===== src/rtl/core/bsc_pkg.sv =====
package bsc_pkg;

	// raw conversion code that marks a sensor that is not ready
	localparam logic [19:0] AdcNotReady = 20'h80000;

	// result status codes
	localparam logic [1:0] StatusOk       = 2'd0;
	localparam logic [1:0] StatusNotReady = 2'd1;
	localparam logic [1:0] StatusInvalid  = 2'd2;

	// configuration register indexes
	localparam logic [1:0] RegTempCal   = 2'd0;
	localparam logic [1:0] RegPressCalA = 2'd1;
	localparam logic [1:0] RegPressCalB = 2'd2;
	localparam logic [1:0] RegPressCalC = 2'd3;

	// divider: quotient bits, bits per stage, stage count
	localparam int QuotBits       = 64;
	localparam int DivBitsPerStep = 2;
	localparam int DivSteps       = QuotBits / DivBitsPerStep;

	typedef struct packed {
		logic [19:0] adc_pressure;
		logic [19:0] adc_temperature;
	} sample_t;

	typedef struct packed {
		logic signed [31:0] temperature_centi;
		logic [31:0]        pressure_q24_8;
		logic [1:0]         status;
	} result_t;

	// calibration words split into coefficients
	typedef struct packed {
		logic [15:0]        t1;
		logic signed [15:0] t2;
		logic signed [15:0] t3;
		logic [15:0]        p1;
		logic signed [15:0] p2;
		logic signed [15:0] p3;
		logic signed [15:0] p4;
		logic signed [15:0] p5;
		logic signed [15:0] p6;
		logic signed [15:0] p7;
		logic signed [15:0] p8;
		logic signed [15:0] p9;
	} cal_t;

	// per-item side information that travels with the data
	typedef struct packed {
		logic               not_ready;
		logic               div_zero;
		logic signed [31:0] temp;
	} tag_t;

endpackage


===== src/rtl/core/bsc_temp.sv =====
// Temperature compensation, six stages; also forms v1 = fine - 128000
module bsc_temp (
	input  logic                clk,
	input  logic                arst_n,
	input  logic                adv,
	input  logic                in_valid,
	input  bsc_pkg::sample_t    in_data,
	input  bsc_pkg::cal_t       cal,
	output logic                out_valid,
	output bsc_pkg::tag_t       out_tag,
	output logic signed [32:0]  out_v1,
	output logic [19:0]         out_adc_p
);

	logic valid_s1, valid_s2, valid_s3, valid_s4, valid_s5, valid_s6;
	logic nr_s1, nr_s2, nr_s3, nr_s4, nr_s5, nr_s6;
	logic [19:0] adc_p_s1, adc_p_s2, adc_p_s3, adc_p_s4, adc_p_s5, adc_p_s6;

	logic signed [17:0] a0;
	logic signed [16:0] d;
	logic signed [17:0] a0_s1;
	logic signed [16:0] d_s1;
	logic signed [33:0] ma;
	logic signed [33:0] md;
	logic signed [31:0] ma_s2, md_s2;
	logic signed [31:0] a_s3, b0_s3;
	logic signed [47:0] mb;
	logic signed [31:0] a_s4, mb_s4;
	logic signed [31:0] fine_s5;
	logic signed [31:0] f5;
	logic signed [31:0] temp_s6;
	logic signed [32:0] v1_s6;

	// stage 1: offsets from T1
	assign a0 = $signed({1'b0, in_data.adc_temperature[19:3]}) - $signed({1'b0, cal.t1, 1'b0});
	assign d  = $signed({1'b0, in_data.adc_temperature[19:4]}) - $signed({1'b0, cal.t1});

	// stage 2 products
	assign ma = a0_s1 * cal.t2;
	assign md = d_s1 * d_s1;

	// stage 4 product
	assign mb = b0_s3 * cal.t3;

	// stage 6: round fine temperature to centi-degrees
	assign f5 = (fine_s5 <<< 2) + fine_s5 + 32'sd128;

	// valid chain
	always_ff @(posedge clk or negedge arst_n) begin
		if (!arst_n) begin
			valid_s1 <= 1'b0;
			valid_s2 <= 1'b0;
			valid_s3 <= 1'b0;
			valid_s4 <= 1'b0;
			valid_s5 <= 1'b0;
			valid_s6 <= 1'b0;
		end else if (adv) begin
			valid_s1 <= in_valid;
			valid_s2 <= valid_s1;
			valid_s3 <= valid_s2;
			valid_s4 <= valid_s3;
			valid_s5 <= valid_s4;
			valid_s6 <= valid_s5;
		end
	end

	// data path
	always_ff @(posedge clk) begin
		if (adv) begin
			nr_s1    <= (in_data.adc_pressure == bsc_pkg::AdcNotReady) ||
				(in_data.adc_temperature == bsc_pkg::AdcNotReady);
			adc_p_s1 <= in_data.adc_pressure;
			a0_s1    <= a0;
			d_s1     <= d;

			nr_s2    <= nr_s1;
			adc_p_s2 <= adc_p_s1;
			ma_s2    <= ma[31:0];
			md_s2    <= md[31:0];

			nr_s3    <= nr_s2;
			adc_p_s3 <= adc_p_s2;
			a_s3     <= ma_s2 >>> 11;
			b0_s3    <= md_s2 >>> 12;

			nr_s4    <= nr_s3;
			adc_p_s4 <= adc_p_s3;
			a_s4     <= a_s3;
			mb_s4    <= mb[31:0];

			nr_s5    <= nr_s4;
			adc_p_s5 <= adc_p_s4;
			fine_s5  <= a_s4 + (mb_s4 >>> 14);

			nr_s6    <= nr_s5;
			adc_p_s6 <= adc_p_s5;
			temp_s6  <= f5 >>> 8;
			v1_s6    <= $signed({fine_s5[31], fine_s5}) - 33'sd128000;
		end
	end

	assign out_valid         = valid_s6;
	assign out_tag.not_ready = nr_s6;
	assign out_tag.div_zero  = 1'b0;
	assign out_tag.temp      = temp_s6;
	assign out_v1            = v1_s6;
	assign out_adc_p         = adc_p_s6;

endmodule


===== config.mk =====
export PLATFORM = sky130hd
export DESIGN_NAME = bsc_temp
export DESIGN_NICKNAME = d
export VERILOG_FILES = /design/src/rtl/core/bsc_pkg.sv /design/src/rtl/core/bsc_temp.sv
export SDC_FILE = /design/constraint.sdc
export NUM_CORES = 2
export LEC_CHECK = 0
export BUFFER_PORTS_ARGS = -buffer_cell sky130_fd_sc_hd__buf_2
export CAP_MARGIN = 25
export CORE_MARGIN = 5
export CORE_UTILIZATION = 36
export CTS_CLUSTER_DIAMETER = 120
export DETAILED_ROUTE_END_ITERATION = 8
export PLACE_DENSITY = 0.61
export SLEW_MARGIN = 40
export SYNTH_ARGS = -nofsm -noshare
export SYNTH_HDL_FRONTEND = slang
export SYNTH_SLANG_ARGS = --single-unit

===== constraint.sdc =====
create_clock -name clk -period 16.9 [get_ports clk]
set_input_delay 3.38 -clock clk [delete_from_list [all_inputs] [get_ports clk]]
set_output_delay 3.38 -clock clk [all_outputs]
set_load 0.1 [all_outputs]

==> results.json <==
{
  "status": "completed",
  "synth_cell_types": 67,
  "tightest_slew_ns": 0.886,
  "hpwlAfterDp_um": 71200,
  "ys_ff_latch": 350,
  "maxSlewViolCount": 0,
  "path_class": "input pin to register",
  "crit_chain": "buf_2 -> nand2_1 -> fa_1 -> fa_1 -> fa_1 -> fa_1 -> inv_1 -> fa_1 -> inv_1 -> fa_1 -> inv_1 -> ha_1 -> o211ai_1 -> o221ai_1 -> a211oi_1 -> o22ai_1 -> a21oi_1 -> o21ai_1 -> o41ai_2 -> o21bai_1 -> xnor2_1",
  "finalHoldViolCount": 0,
  "ios": 324,
  "drive_gt1_share_pct": 7.09,
  "yosys_warnings": 0,
  "rsz0062_at_grt": "no",
  "wirelength_um": 91200,
  "dieArea_sq_mm": 0.127,
  "mostFrequentLayoutCells": "1019 x inv_1, 816 x fa_1, 405 x nand2_1",
  "cts_buffers": 44,
  "htreeDepth": 2,
  "rrSetupSlack_ns": 9.67,
  "finalSetupViolations": 0,
  "start_util_pct": 36.1,
  "drc": 0,
  "layout_commonest_cell": "inv_1",
  "cp-end-kind": "register",
  "startpoint_type": "input pin",
  "placed_area_sq_mm": 0.0458,
  "nFillCells": 11700,
  "worst_ep_arrival_time_ns": 9.86,
  "synth_edf_count": 344,
  "finClkSkew_ns": 0.0595,
  "dieWidth_um": 356,
  "grt_pass1_vias": 29300,
  "fin_crit_ns": 9.57,
  "seq_area_sq_mm": 0.0105,
  "maxCapViolCount": 0,
  "cts_setup_buffers": 0,
  "crit_fanout": 20,
  "io_buffers": 178,
  "track_usage_pct": 15.0,
  "period_share_pct": 56.6,
  "final_net_count": 5543,
  "worst_hold_slack_ns": 0.413,
  "globalplace.congestion": 0.841,
  "n_antenna_cell": 0,
  "max_freq_mhz": 105,
  "slew_headroom_pct": 40.9,
  "multi_input_area_sq_mm": 0.0283,
  "min_path_type": "register to register",
  "antenna_left": 0,
  "path_clk_slew_ns": 0.06,
  "die_y_um": 356,
  "setup_tns_ns": 0,
  "wl_per_cell_um": 15.7,
  "synth_area_sq_mm": 0.0432,
  "cts_sinks": 350,
  "avgSynthCellArea_sq_um": 10.7,
  "yosysSeqAreaShare_pct": 24.3,
  "fin_util_pct": 39.6,
  "areaGrowthSynthToFinish_pct": 9.56,
  "crit_top_cell": "fa_1",
  "root_buffer": "clkbuf_16",
  "rows": 127,
  "critPathSlowestCell": "a211oi_1",
  "coreArea_sq_mm": 0.120,
  "ctsHoldBuffers": 0,
  "crit_required_ns": 17.20,
  "synth-async-reset-ratio_pct": 1.71,
  "stdcell_area_sq_mm": 0.0473,
  "clock_latency_ns": 0.61,
  "vias_per_cell": 4.57,
  "dr_total_vias": 26600,
  "slowest_delay_ns": 0.60,
  "clockBufferDepth": 3,
  "drt_iter0_drc": 1223,
  "dr.pass1.iters": 5,
  "overflow": 0,
  "antenna_found_initial": 4,
  "synth_fp_nets": 5426,
  "cts_tree": "done",
  "ys_dominant_reg_cell": "edfxtp_1",
  "cts_resized": 0,
  "grt_max_degree": 99,
  "synthCells": 4050,
  "grt_pass1_wl_um": 153000
}
-- worst max-delay path: cells and delay by family --
family / cells / cell delay (ns)
fa+ha+maj: 7 / 3.33
buf+inv: 4 / 0.54
xor+xnor: 1 / 0.13
compound gates: 8 / 2.32
simple gates: 1 / 0.15
-- cell type report --
type | instances | share of cell area (%)
Clock inverter | 24 | 0.626
Clock buffer | 56 | 2.42
Inverter | 1019 | 8.08
Multi-Input combinational cell | 2541 | 59.9
Timing Repair Buffer | 211 | 2.61
Tap cell | 1612 | 4.26
Sequential cell | 350 | 22.1
-- per-layer routing --
| layer | GRT usage [%] | share of wire, % | vias up |
|---|---|---|---|
| met5 | 0 | 0 | - |
| met4 | 4.28 | 2.8 | 0 |
| met3 | 2.20 | 4.7 | 107 |
| met2 | 25.9 | 49 | 491 |
| met1 | 19.7 | 43 | 13500 |
| li1 | - | - | 12400 |
-- synth_stat cells, types with 7 or more instances --
cell type / count / area (sq um)
edfxtp_1: 344 / 10300
o21a_1: 21 / 158
and3_1: 8 / 50.1
nor4_1: 10 / 62.6
buf_4: 10 / 75.1
nand3_1: 27 / 135
o211ai_1: 8 / 60.1
clkbuf_1: 129 / 484
nor3_1: 34 / 170
xor2_1: 34 / 298
nand2_1: 405 / 1520
a21oi_1: 60 / 300
nor2b_1: 28 / 175
a211oi_1: 11 / 82.6
xnor2_1: 126 / 1100
inv_1: 1019 / 3820
o21ai_0: 45 / 225
and2_1: 327 / 2050
nand2b_1: 19 / 119
a21o_1: 24 / 180
nand4_1: 8 / 50.1
ha_1: 324 / 4050
nor2_1: 116 / 435
or3_1: 8 / 50.1
mux2_2: 7 / 78.8
fa_1: 816 / 16300
a31oi_1: 7 / 43.8
-- stage by stage --
step | worst slack, ns | instances
after floorplan | 7.58 | 4050
after global placement | 6.73 | 5725
after detailed placement | 6.67 | 5728
final | 7.33 | 5813
after CTS | 7.26 | 5808
after global routing | 7.05 | 5813
-- flip-flops by register name, summed over array words and instances (netlist names), 20 cells and up --
name / flops
a_s4: 21
temp_s6: 24
adc_p_s2: 20
adc_p_s5: 20
adc_p_s3: 20
adc_p_s1: 20
b0_s3: 20
out_adc_p: 20
a_s3: 21
md_s2: 20
out_v1: 33
adc_p_s4: 20
fine_s5: 22
ma_s2: 21
-- cells by family (layout without fill, tap and decap cells) --
| family | Yosys count | after routing | share of synthesized area (%) |
|---|---|---|---|
| AOI/OAI and AO/OA | 225 | 225 | 3.52 |
| adders and majority gates | 1140 | 1140 | 47.2 |
| buffers and inverters | 1159 | 1310 | 10.2 |
| DFF | 350 | 350 | 24.3 |
| muxes | 7 | 7 | 0.182 |
| xor gates and xnor gates | 160 | 160 | 3.24 |
| and+or+nand+nor | 1008 | 1008 | 11.5 |
| other | 1 | 1 | 0.00868 |
-- final timing paths --
kind | from | to | depth (start not counted)
worst min-delay path | a_s3[1] | a_s4[1] | 0
worst min register to register | a_s3[1] | a_s4[1] | 0
min in group asynchronous | arst_n | out_valid | 1
worst max register to register | b0_s3[7] | mb_s4[31] | 21
max in group asynchronous | arst_n | valid_s1 | 1
worst max-delay path | cal[145] | mb_s4[31] | 21
Power is not shown: default switching activity piles up to over one toggle a cycle in this logic, so the estimate is an artifact.
